## src/sv/tdct_pkg.sv

```systemverilog
`timescale 1ns / 1ps
// Shared constants and types of the three-detector coincidence tagger.
package tdct_pkg;

	localparam int TIME_BITS      = 48;
	localparam int CHANNEL_BITS   = 10;
	localparam int DET_BITS       = 2;
	localparam int KIND_BITS      = 3;
	localparam int WIN_BITS       = 20;
	localparam int CFG_INDEX_BITS = 2;
	localparam int CFG_DATA_BITS  = 32;
	localparam int MAX_RECORDS    = 6;
	localparam int REC_IDX_BITS   = $clog2(MAX_RECORDS);
	localparam int REC_CNT_BITS   = $clog2(MAX_RECORDS + 1);

	localparam logic [KIND_BITS-1:0] KIND_RAW     = 3'd0;
	localparam logic [KIND_BITS-1:0] KIND_TRIPLE  = 3'd1;
	localparam logic [KIND_BITS-1:0] KIND_PAIR_12 = 3'd2;
	localparam logic [KIND_BITS-1:0] KIND_PAIR_13 = 3'd3;
	localparam logic [KIND_BITS-1:0] KIND_PAIR_23 = 3'd4;

	localparam logic [DET_BITS-1:0] DET_NONE = 2'd0;
	localparam logic [DET_BITS-1:0] DET_ONE  = 2'd1;
	localparam logic [DET_BITS-1:0] DET_TWO  = 2'd2;
	localparam logic [DET_BITS-1:0] DET_THREE = 2'd3;

	localparam logic [CFG_INDEX_BITS-1:0] REG_TRIPLE_WINDOW = 2'd0;
	localparam logic [CFG_INDEX_BITS-1:0] REG_PAIR_WINDOW   = 2'd1;

	localparam logic [WIN_BITS-1:0] WINDOW_RESET = 20'd500;

	typedef struct packed {
		logic [TIME_BITS-1:0]    hit_time;
		logic [DET_BITS-1:0]     det;
		logic [CHANNEL_BITS-1:0] chan;
	} entry_t;

	typedef struct packed {
		logic lt_triple;
		logic lt_pair;
		logic gt_pair;
	} gap_flags_t;

	typedef struct packed {
		logic [DET_BITS-1:0]     det;
		logic [CHANNEL_BITS-1:0] chan;
		logic [DET_BITS-1:0]     p1_det;
		logic [CHANNEL_BITS-1:0] p1_chan;
		logic [DET_BITS-1:0]     p2_det;
		logic [CHANNEL_BITS-1:0] p2_chan;
		gap_flags_t              f01;
		gap_flags_t              f12;
		gap_flags_t              f23;
	} hit_info_t;

	typedef struct packed {
		logic [KIND_BITS-1:0]    kind;
		logic [DET_BITS-1:0]     det;
		logic [CHANNEL_BITS-1:0] chan;
	} record_t;

endpackage

```

## src/sv/tdct_cell.sv

```systemverilog
`timescale 1ns / 1ps
// History cell: holds one past hit, compares its time with the hit handed in and shifts.
module tdct_cell (
	input  logic                            clk,
	input  logic                            arst_n,
	input  logic                            shift_en,
	input  tdct_pkg::entry_t                entry_in,
	input  logic [tdct_pkg::WIN_BITS-1:0]   triple_window,
	input  logic [tdct_pkg::WIN_BITS-1:0]   pair_window,
	output tdct_pkg::entry_t                entry_out,
	output tdct_pkg::gap_flags_t            flags
);

	tdct_pkg::entry_t                 entry_q;
	logic [tdct_pkg::TIME_BITS-1:0]   gap;
	logic [tdct_pkg::TIME_BITS-1:0]   tri_win_ext;
	logic [tdct_pkg::TIME_BITS-1:0]   pair_win_ext;

	always_ff @(posedge clk or negedge arst_n) begin
		if (!arst_n) begin
			entry_q.hit_time <= '0;
			entry_q.det      <= tdct_pkg::DET_ONE;
			entry_q.chan     <= '0;
		end else if (shift_en) begin
			entry_q <= entry_in;
		end
	end

	always_comb begin
		tri_win_ext  = tdct_pkg::TIME_BITS'(triple_window);
		pair_win_ext = tdct_pkg::TIME_BITS'(pair_window);
		if (entry_in.hit_time > entry_q.hit_time) begin
			gap = entry_in.hit_time - entry_q.hit_time;
		end else begin
			gap = entry_q.hit_time - entry_in.hit_time;
		end
		flags.lt_triple = gap < tri_win_ext;
		flags.lt_pair   = gap < pair_win_ext;
		flags.gt_pair   = gap > pair_win_ext;
	end

	assign entry_out = entry_q;

endmodule

```

## src/sv/tdct_emit.sv

```systemverilog
`timescale 1ns / 1ps
// Record builder/emitter: emits a classified hit's records, one per cycle unless stalled.
module tdct_emit (
	input  logic                                clk,
	input  logic                                arst_n,
	input  logic                                s1_valid,
	input  tdct_pkg::hit_info_t                 s1_info,
	output logic                                s1_take,
	output logic                                record_valid,
	input  logic                                record_stall,
	output tdct_pkg::record_t                   record,
	output logic                                record_last
);

	tdct_pkg::record_t                      list_q [tdct_pkg::MAX_RECORDS];
	logic [tdct_pkg::REC_CNT_BITS-1:0]      cnt_q;
	logic [tdct_pkg::REC_IDX_BITS-1:0]      idx_q;
	logic                                   busy_q;
	logic                                   out_valid_q;
	tdct_pkg::record_t                      out_rec_q;
	logic                                   out_last_q;

	tdct_pkg::record_t                      new_list [tdct_pkg::MAX_RECORDS];
	logic [tdct_pkg::REC_CNT_BITS-1:0]      new_cnt;
	logic                                   is_raw;
	logic                                   is_triple;
	logic                                   is_pair;
	logic                                   out_free;
	logic                                   emit;
	logic                                   at_end;
	logic                                   list_free;
	logic [tdct_pkg::DET_BITS-1:0]          lo_det;
	logic [tdct_pkg::DET_BITS-1:0]          hi_det;
	logic [tdct_pkg::CHANNEL_BITS-1:0]      lo_chan;
	logic [tdct_pkg::CHANNEL_BITS-1:0]      hi_chan;
	logic [tdct_pkg::KIND_BITS-1:0]         pair_kind;
	logic [tdct_pkg::DET_BITS-1:0]          tdet;
	logic [tdct_pkg::CHANNEL_BITS-1:0]      tchan;

	always_comb begin
		is_raw = s1_info.det != tdct_pkg::DET_NONE;
		is_triple = is_raw && s1_info.p1_det != tdct_pkg::DET_NONE
			&& s1_info.p2_det != tdct_pkg::DET_NONE
			&& s1_info.det != s1_info.p1_det && s1_info.det != s1_info.p2_det
			&& s1_info.p1_det != s1_info.p2_det
			&& s1_info.f01.lt_triple && s1_info.f12.lt_triple;
		is_pair = s1_info.f01.gt_pair && s1_info.f12.lt_pair && s1_info.f23.gt_pair
			&& s1_info.p1_det != tdct_pkg::DET_NONE
			&& s1_info.p2_det != tdct_pkg::DET_NONE
			&& s1_info.p1_det != s1_info.p2_det;

		if (s1_info.p1_det < s1_info.p2_det) begin
			lo_det  = s1_info.p1_det;
			lo_chan = s1_info.p1_chan;
			hi_det  = s1_info.p2_det;
			hi_chan = s1_info.p2_chan;
		end else begin
			lo_det  = s1_info.p2_det;
			lo_chan = s1_info.p2_chan;
			hi_det  = s1_info.p1_det;
			hi_chan = s1_info.p1_chan;
		end
		if (lo_det == tdct_pkg::DET_ONE) begin
			pair_kind = (hi_det == tdct_pkg::DET_TWO) ? tdct_pkg::KIND_PAIR_12
				: tdct_pkg::KIND_PAIR_13;
		end else begin
			pair_kind = tdct_pkg::KIND_PAIR_23;
		end

		for (int i = 0; i < tdct_pkg::MAX_RECORDS; i++) begin
			new_list[i] = '0;
		end
		new_cnt = '0;
		tdet  = '0;
		tchan = '0;
		if (is_raw) begin
			new_list[0] = '{kind: tdct_pkg::KIND_RAW, det: s1_info.det, chan: s1_info.chan};
			new_cnt = tdct_pkg::REC_CNT_BITS'(1);
		end
		if (is_triple) begin
			for (int j = 1; j <= 3; j++) begin
				tdet = tdct_pkg::DET_BITS'(j);
				if (s1_info.det == tdet) begin
					tchan = s1_info.chan;
				end else if (s1_info.p1_det == tdet) begin
					tchan = s1_info.p1_chan;
				end else begin
					tchan = s1_info.p2_chan;
				end
				new_list[new_cnt[tdct_pkg::REC_IDX_BITS-1:0]] =
					'{kind: tdct_pkg::KIND_TRIPLE, det: tdet, chan: tchan};
				new_cnt = new_cnt + tdct_pkg::REC_CNT_BITS'(1);
			end
		end
		if (is_pair) begin
			new_list[new_cnt[tdct_pkg::REC_IDX_BITS-1:0]] =
				'{kind: pair_kind, det: lo_det, chan: lo_chan};
			new_cnt = new_cnt + tdct_pkg::REC_CNT_BITS'(1);
			new_list[new_cnt[tdct_pkg::REC_IDX_BITS-1:0]] =
				'{kind: pair_kind, det: hi_det, chan: hi_chan};
			new_cnt = new_cnt + tdct_pkg::REC_CNT_BITS'(1);
		end
	end

	assign out_free  = !out_valid_q || !record_stall;
	assign emit      = busy_q && out_free;
	assign at_end    = tdct_pkg::REC_CNT_BITS'(idx_q) == cnt_q - tdct_pkg::REC_CNT_BITS'(1);
	assign list_free = !busy_q || (emit && at_end);
	assign s1_take   = s1_valid && list_free;

	always_ff @(posedge clk or negedge arst_n) begin
		if (!arst_n) begin
			busy_q <= 1'b0;
			cnt_q  <= '0;
			idx_q  <= '0;
		end else if (s1_take) begin
			busy_q <= new_cnt != '0;
			cnt_q  <= new_cnt;
			idx_q  <= '0;
		end else if (emit) begin
			idx_q <= idx_q + tdct_pkg::REC_IDX_BITS'(1);
			if (at_end) begin
				busy_q <= 1'b0;
			end
		end
	end

	always_ff @(posedge clk) begin
		if (s1_take) begin
			for (int i = 0; i < tdct_pkg::MAX_RECORDS; i++) begin
				list_q[i] <= new_list[i];
			end
		end
	end

	always_ff @(posedge clk or negedge arst_n) begin
		if (!arst_n) begin
			out_valid_q <= 1'b0;
		end else if (emit) begin
			out_valid_q <= 1'b1;
		end else if (!record_stall) begin
			out_valid_q <= 1'b0;
		end
	end

	always_ff @(posedge clk) begin
		if (emit) begin
			out_rec_q  <= list_q[idx_q];
			out_last_q <= at_end;
		end
	end

	assign record_valid = out_valid_q;
	assign record       = out_rec_q;
	assign record_last  = out_last_q;

`ifndef NO_ASSERTIONS
	a_idx_in_range: assert property (@(posedge clk) disable iff (!arst_n)
		busy_q |-> (tdct_pkg::REC_CNT_BITS'(idx_q) < cnt_q))
		else $error("record index beyond record count");
	a_step: assert property (@(posedge clk) disable iff (!arst_n)
		(emit && !at_end && !s1_take) |=>
			(busy_q && idx_q == $past(idx_q) + tdct_pkg::REC_IDX_BITS'(1)))
		else $error("emitter did not advance to the next record");
	a_load: assert property (@(posedge clk) disable iff (!arst_n)
		s1_take |=> (idx_q == '0))
		else $error("new record list did not start at its first entry");
	a_no_emit_idle: assert property (@(posedge clk) disable iff (!arst_n)
		(!busy_q && !record_stall) |=> !record_valid)
		else $error("record shown without a pending list");
`endif

endmodule

```

## src/sv/three_detector_coincidence_tagger_unit.sv

```systemverilog
`timescale 1ns / 1ps
// Top level of the three-detector coincidence tagger.
// Usage: hits enter on the hit channel (hit_valid, hit_stall) with a timestamp,
// a detector number and a pulse channel, in time order. Each hit on a detector other
// than zero gives a raw record, plus three triple records and/or two pair records when
// the coincidence tests pass. Records leave on the record channel (record_valid,
// record_stall), one per cycle, with last_record marking the final record of each hit;
// a hit on detector zero may give no record at all.
// A hit is registered with its gap flags in the classified-hit stage, then loaded into
// the emitter's record list, from which each record is registered onto the output.
// Throughput: one record per cycle from the single emitter; a raw-only hit frees the
// emitter as its record goes out, so such hits stream back to back, while a hit with k
// records holds the emitter until its last record goes out. A three-cell history chain
// shifts on every hit. When the receiver stalls, the shown record holds, the emitter
// pauses and hit_stall rises once the classified-hit stage behind it is full.
// Reset clears the history to time 0 on detector 1, sets both windows to 500 ns and
// empties the pipeline. The window registers are written through cfg_valid/cfg_ready,
// which is always ready; writes to other indexes are ignored.
module three_detector_coincidence_tagger_unit (
	input  logic                                    clk,
	input  logic                                    arst_n,
	input  logic                                    hit_valid,
	output logic                                    hit_stall,
	input  logic [tdct_pkg::TIME_BITS-1:0]          hit_time_ns,
	input  logic [tdct_pkg::DET_BITS-1:0]           detector_id,
	input  logic [tdct_pkg::CHANNEL_BITS-1:0]       pulse_channel,
	output logic                                    record_valid,
	input  logic                                    record_stall,
	output logic [tdct_pkg::KIND_BITS-1:0]          record_kind,
	output logic [tdct_pkg::DET_BITS-1:0]           record_detector,
	output logic [tdct_pkg::CHANNEL_BITS-1:0]       record_channel,
	output logic                                    last_record,
	input  logic                                    cfg_valid,
	output logic                                    cfg_ready,
	input  logic [tdct_pkg::CFG_INDEX_BITS-1:0]     cfg_index,
	input  logic [tdct_pkg::CFG_DATA_BITS-1:0]      cfg_data
);

	logic [tdct_pkg::WIN_BITS-1:0]  triple_window_q;
	logic [tdct_pkg::WIN_BITS-1:0]  pair_window_q;
	logic                           accept;
	logic                           s1_take;
	logic                           s1_valid_s1;
	tdct_pkg::hit_info_t            info_s1;
	tdct_pkg::entry_t               chain [4];
	tdct_pkg::gap_flags_t           flags [3];
	tdct_pkg::record_t              rec;

	assign cfg_ready = 1'b1;

	always_ff @(posedge clk or negedge arst_n) begin
		if (!arst_n) begin
			triple_window_q <= tdct_pkg::WINDOW_RESET;
			pair_window_q   <= tdct_pkg::WINDOW_RESET;
		end else if (cfg_valid && cfg_ready) begin
			unique case (cfg_index)
				tdct_pkg::REG_TRIPLE_WINDOW: begin
					triple_window_q <= cfg_data[tdct_pkg::WIN_BITS-1:0];
				end
				tdct_pkg::REG_PAIR_WINDOW: begin
					pair_window_q <= cfg_data[tdct_pkg::WIN_BITS-1:0];
				end
				default: begin
				end
			endcase
		end
	end

	assign hit_stall = s1_valid_s1 && !s1_take;
	assign accept    = hit_valid && !hit_stall;

	assign chain[0].hit_time = hit_time_ns;
	assign chain[0].det      = detector_id;
	assign chain[0].chan     = pulse_channel;

	for (genvar g = 0; g < 3; g++) begin : g_cell
		tdct_cell u_cell (
			.clk           (clk),
			.arst_n        (arst_n),
			.shift_en      (accept),
			.entry_in      (chain[g]),
			.triple_window (triple_window_q),
			.pair_window   (pair_window_q),
			.entry_out     (chain[g+1]),
			.flags         (flags[g])
		);
	end

	always_ff @(posedge clk or negedge arst_n) begin
		if (!arst_n) begin
			s1_valid_s1 <= 1'b0;
		end else if (accept) begin
			s1_valid_s1 <= 1'b1;
		end else if (s1_take) begin
			s1_valid_s1 <= 1'b0;
		end
	end

	always_ff @(posedge clk) begin
		if (accept) begin
			info_s1.det     <= detector_id;
			info_s1.chan    <= pulse_channel;
			info_s1.p1_det  <= chain[1].det;
			info_s1.p1_chan <= chain[1].chan;
			info_s1.p2_det  <= chain[2].det;
			info_s1.p2_chan <= chain[2].chan;
			info_s1.f01     <= flags[0];
			info_s1.f12     <= flags[1];
			info_s1.f23     <= flags[2];
		end
	end

	tdct_emit u_emit (
		.clk          (clk),
		.arst_n       (arst_n),
		.s1_valid     (s1_valid_s1),
		.s1_info      (info_s1),
		.s1_take      (s1_take),
		.record_valid (record_valid),
		.record_stall (record_stall),
		.record       (rec),
		.record_last  (last_record)
	);

	assign record_kind     = rec.kind;
	assign record_detector = rec.det;
	assign record_channel  = rec.chan;

`ifndef NO_ASSERTIONS
	a_stage_drains: assert property (@(posedge clk) disable iff (!arst_n)
		(accept && s1_valid_s1) |-> s1_take)
		else $error("item accepted over a full classified-hit stage");
	a_history_shift: assert property (@(posedge clk) disable iff (!arst_n)
		accept |=> (chain[1].hit_time == $past(hit_time_ns)
			&& chain[2].hit_time == $past(chain[1].hit_time)))
		else $error("history chain did not shift with the accepted item");
	a_take_needs_valid: assert property (@(posedge clk) disable iff (!arst_n)
		s1_take |-> s1_valid_s1)
		else $error("emitter took an empty stage");
`endif

endmodule
```

## config.mk

```make
export PLATFORM = sky130hd
export DESIGN_NAME = three_detector_coincidence_tagger_unit
export DESIGN_NICKNAME = d
export VERILOG_FILES = /design/src/sv/tdct_pkg.sv /design/src/sv/tdct_cell.sv /design/src/sv/tdct_emit.sv /design/src/sv/three_detector_coincidence_tagger_unit.sv
export SDC_FILE = /design/constraint.sdc
export NUM_CORES = 2
export LEC_CHECK = 0
export BUFFER_PORTS_ARGS = -buffer_cell sky130_fd_sc_hd__buf_4
export CORE_MARGIN = 1
export CORE_UTILIZATION = 39
export DETAILED_ROUTE_END_ITERATION = 12
export PLACE_DENSITY_LB_ADDON = 0.1
export SLEW_MARGIN = 20
export SYNTH_ARGS = -nofsm -noshare
export SYNTH_HDL_FRONTEND = slang
export SYNTH_SLANG_ARGS = --single-unit
```

## constraint.sdc

```tcl
create_clock -name clk -period 18.25 [get_ports clk]
set_input_delay 1.825 -clock clk [delete_from_list [all_inputs] [get_ports clk]]
set_output_delay 1.825 -clock clk [all_outputs]
set_load 0.01 [all_outputs]
```

==> impl_metrics.tcl <==
set metrics [dict create \
    rsz0062_at_grt "no" \
    cts_resized 0 \
    cpPeakStageDelay_ns 0.73 \
    hold_viol_final 0 \
    drive_gt1_share_pct 7.852 \
    postCtsSetupBuffers 0 \
    cts_tree "done" \
    start_util_pct 39.64 \
    dp_hpwl_um 101100 \
    drt_iter0_markers 2926 \
    clock_path_buffers 3 \
    setup_tns_ns 0 \
    syn_nets 4911 \
    yosys_warnings 0 \
    numClockSinks 364 \
    drv_slew 0 \
    crit_type "primary input to register" \
    setup_viol 0 \
    synth_cell_types 90 \
    grt_max_degree 128 \
    synth_compound_area_share_pct 25.75 \
    drc 0 \
    seq_area_frac_synth_pct 27.94 \
    yosys_most_used_dff "dfrtp_1" \
    post-route-min-period_ns 7.134 \
    grt_usage_pct 27.09 \
    layout_commonest_cell "nand2_1" \
    crit_slowest_cell "a221oi_1" \
    worst_setup_path_end_kind "register" \
    io_pins 118 \
    die_w_um 302.9 \
    synth-adder-area-share_pct 14.34 \
    syn_inst 4411 \
    synth-seq-cells 364 \
    h-tree-depth 2 \
    muxShareOfSynthArea_pct 5.334 \
    hold_path_class "register to register" \
    synth_top_family_by_area "compound AO/OA/AOI/OAI gates" \
    slew_headroom_pct 26.00 \
    wirelength_um 125900 \
    synthToLayoutAreaGrowth_pct 8.723 \
    nFillCells 9176 \
    grt_pass1_wl_um 191200 \
    io_buffers 104 \
    dieArea_mm2 0.09172 \
    layout_common_cells "nand2_1, o21ai_0, a21oi_1" \
    status "completed" \
    crit_arrival_ns 7.54 \
    num_rows 109 \
    synth.avg_cell_area_um2 8.003 \
    netlist_area_mm2 0.03530 \
    start_kind "primary input" \
    async_reset_ff_share_pct 59.62 \
    synthXorXnorAreaFrac_pct 3.970 \
    gp_congestion 0.9914 \
    worstPathRequired_ns 18.65 \
    numCtsBuffers 49 \
    vias 32710 \
    clock_skew_ns 0.04064 \
    drt_first_pass_iters 5 \
    grt_pass1_vias 31430 \
    antenna_found_initial 0 \
    drtAntennaViolNets 0 \
    clk_pin_slew_ns 0.06 \
    clk_latency_ns 0.65 \
    viasPerCell 5.896 \
    path_cells "buf_4 > ha_1 > nand3_1 > nor4_1 > nand3_1 > or3_1 > o2111ai_1 > and2_1 > buf_4 > o21ai_0 > xnor2_1 > ha_1 > a21o_1 > a21oi_1 > nor2b_1 > o21ai_0 > nand2b_1 > a21oi_1 > o211ai_1 > a21oi_1 > a221oi_1 > nor2_1 > nand4_1" \
    worstPathMaxFanout 29 \
    coreArea_mm2 0.08906 \
    grt_overflow_total 0 \
    wl_per_cell_um 22.69 \
    root_buffer "clkbuf_16" \
    tightest_slew_ns 1.108 \
    fin_crit_sh_pct 39.09 \
    ctsHoldBuffers 0 \
    layout.nets 4840 \
    drv_cap 0 \
    fmax_mhz 140.2 \
    synthSimpleGateAreaFrac_pct 16.46 \
    fp.dieH_um 302.9 \
    path_common_cell "a21oi_1" \
    synth_edf_count 147 \
]
-- registers in the layout, summed over array words and instances (netlist names) --
register and count:
u_emit.list_q 90, u_emit.cnt_q 3, u_emit.busy_q 1, u_emit.record_last 1, u_emit.record 15, info_s1 41, u_emit.idx_q 3, triple_window_q 20
u_emit.record_valid 1, g_cell.u_cell.entry_out 168, s1_valid_s1 1, pair_window_q 20
-- through the flow --
stage | setup slack (ns) | hold slack [ns] | area (um2) | cells | utilization, %
after floorplan | 11.84 | 0.4248 | 35300 | 4411 | -
after global placement | 10.45 | 0.4311 | 36670 | 5453 | 41.18
after detailed placement | 10.53 | 0.4296 | 36670 | 5453 | 41.18
after CTS | 11.21 | 0.4439 | 38360 | 5545 | 43.07
after global routing | 10.86 | 0.4522 | 38380 | 5546 | 43.09
final | 11.12 | 0.4432 | 38380 | 5547 | 43.10
-- logic make-up (layout without fill, tap and decap cells) --
family | count (synthesis) | count (layout)
AO/OA/AOI/OAI | 1495 | 1495
adder cells (fa/ha/maj) | 401 | 401
XOR/XNOR | 160 | 160
AND/OR/NAND/NOR | 1280 | 1280
flip-flops | 364 | 364
other | 1 | 2
buffers and inverters | 547 | 517
multiplexers | 163 | 163
-- synth_stat cells (25+ instances only) --
| cell | count | area share, % |
|---|---|---|
| nand4_1 | 112 | 2.0 |
| xor2_1 | 63 | 1.6 |
| nor2b_1 | 32 | 0.57 |
| a31oi_1 | 34 | 0.60 |
| dfrtp_1 | 203 | 14 |
| nand2b_1 | 30 | 0.53 |
| o21a_1 | 54 | 1.1 |
| a22oi_1 | 47 | 1.0 |
| nand3_1 | 87 | 1.2 |
| o21bai_1 | 46 | 0.98 |
| nor2_1 | 282 | 3.0 |
| inv_1 | 296 | 3.1 |
| a211oi_1 | 38 | 0.81 |
| o22ai_1 | 29 | 0.51 |
| mux2_2 | 51 | 1.6 |
| mux2i_1 | 97 | 2.8 |
| buf_2 | 50 | 0.71 |
| edfxtp_1 | 147 | 13 |
| ha_1 | 395 | 14 |
| o21ai_0 | 468 | 6.6 |
| clkbuf_1 | 177 | 1.9 |
| nor4_1 | 25 | 0.44 |
| a21o_1 | 79 | 1.7 |
| nand2_1 | 555 | 5.9 |
| o211ai_1 | 41 | 0.87 |
| nor3_1 | 56 | 0.79 |
| xnor2_1 | 97 | 2.4 |
| a21oi_1 | 462 | 6.6 |
-- layer usage --
layer / vias to the layer above / share of wire [%] / global-route usage (%)
met2: 1025 / 46 / 45.12
met1: 15590 / 45 / 36.46
met5: - / 0 / 0
met3: 226 / 4.9 / 2.657
met4: 0 / 3.6 / 9.440
li1: 15870 / - / -
-- layout make-up --
class	count	area [um2]	share of cell area (%)
Tap cell	1165	1458	3.798
Inverter	297	1124	2.928
Clock buffer	61	1353	3.524
Multi-Input combinational cell	3500	23270	60.63
Sequential cell	364	9863	25.70
Clock inverter	31	331.6	0.8639
Timing Repair Buffer	128	979.7	2.553
Antenna cell	1	2.502	0.006520
-- worst max-delay path: cells and delay by family --
kind	cells	cell delay, ns
AND/OR/NAND/NOR	9	2.40
AO/OA/AOI/OAI	9	1.72
adder cells (fa/ha/maj)	2	0.67
XOR/XNOR	1	0.34
buffers and inverters	2	0.53
-- final timing paths --
| kind | start | to | slack [ns] | depth (start not counted) |
|---|---|---|---|---|
| hold / removal | g_cell[1].u_cell.entry_out[4]$_DFFE_PN0P_ | info_s1[13]$_DFFE_PP_ | 0.44 | 0 |
| hold reg to reg | g_cell[1].u_cell.entry_out[4]$_DFFE_PN0P_ | info_s1[13]$_DFFE_PP_ | 0.44 | 0 |
| max in group asynchronous | arst_n | pair_window_q[16]$_DFFE_PN0P_ | 15.64 | 2 |
| min in group asynchronous | arst_n | u_emit.record_valid$_DFFE_PN0P_ | 1.13 | 1 |
| setup / recovery | hit_time_ns[4] | info_s1[6]$_DFFE_PP_ | 11.12 | 23 |
| setup reg to reg | g_cell[1].u_cell.entry_out[12]$_DFFE_PN0P_ | info_s1[0]$_DFFE_PP_ | 11.13 | 23 |
Power is left out: the tool's default activity adds up to more than one toggle a clock period on the data nets, which glitch-free logic cannot reach.
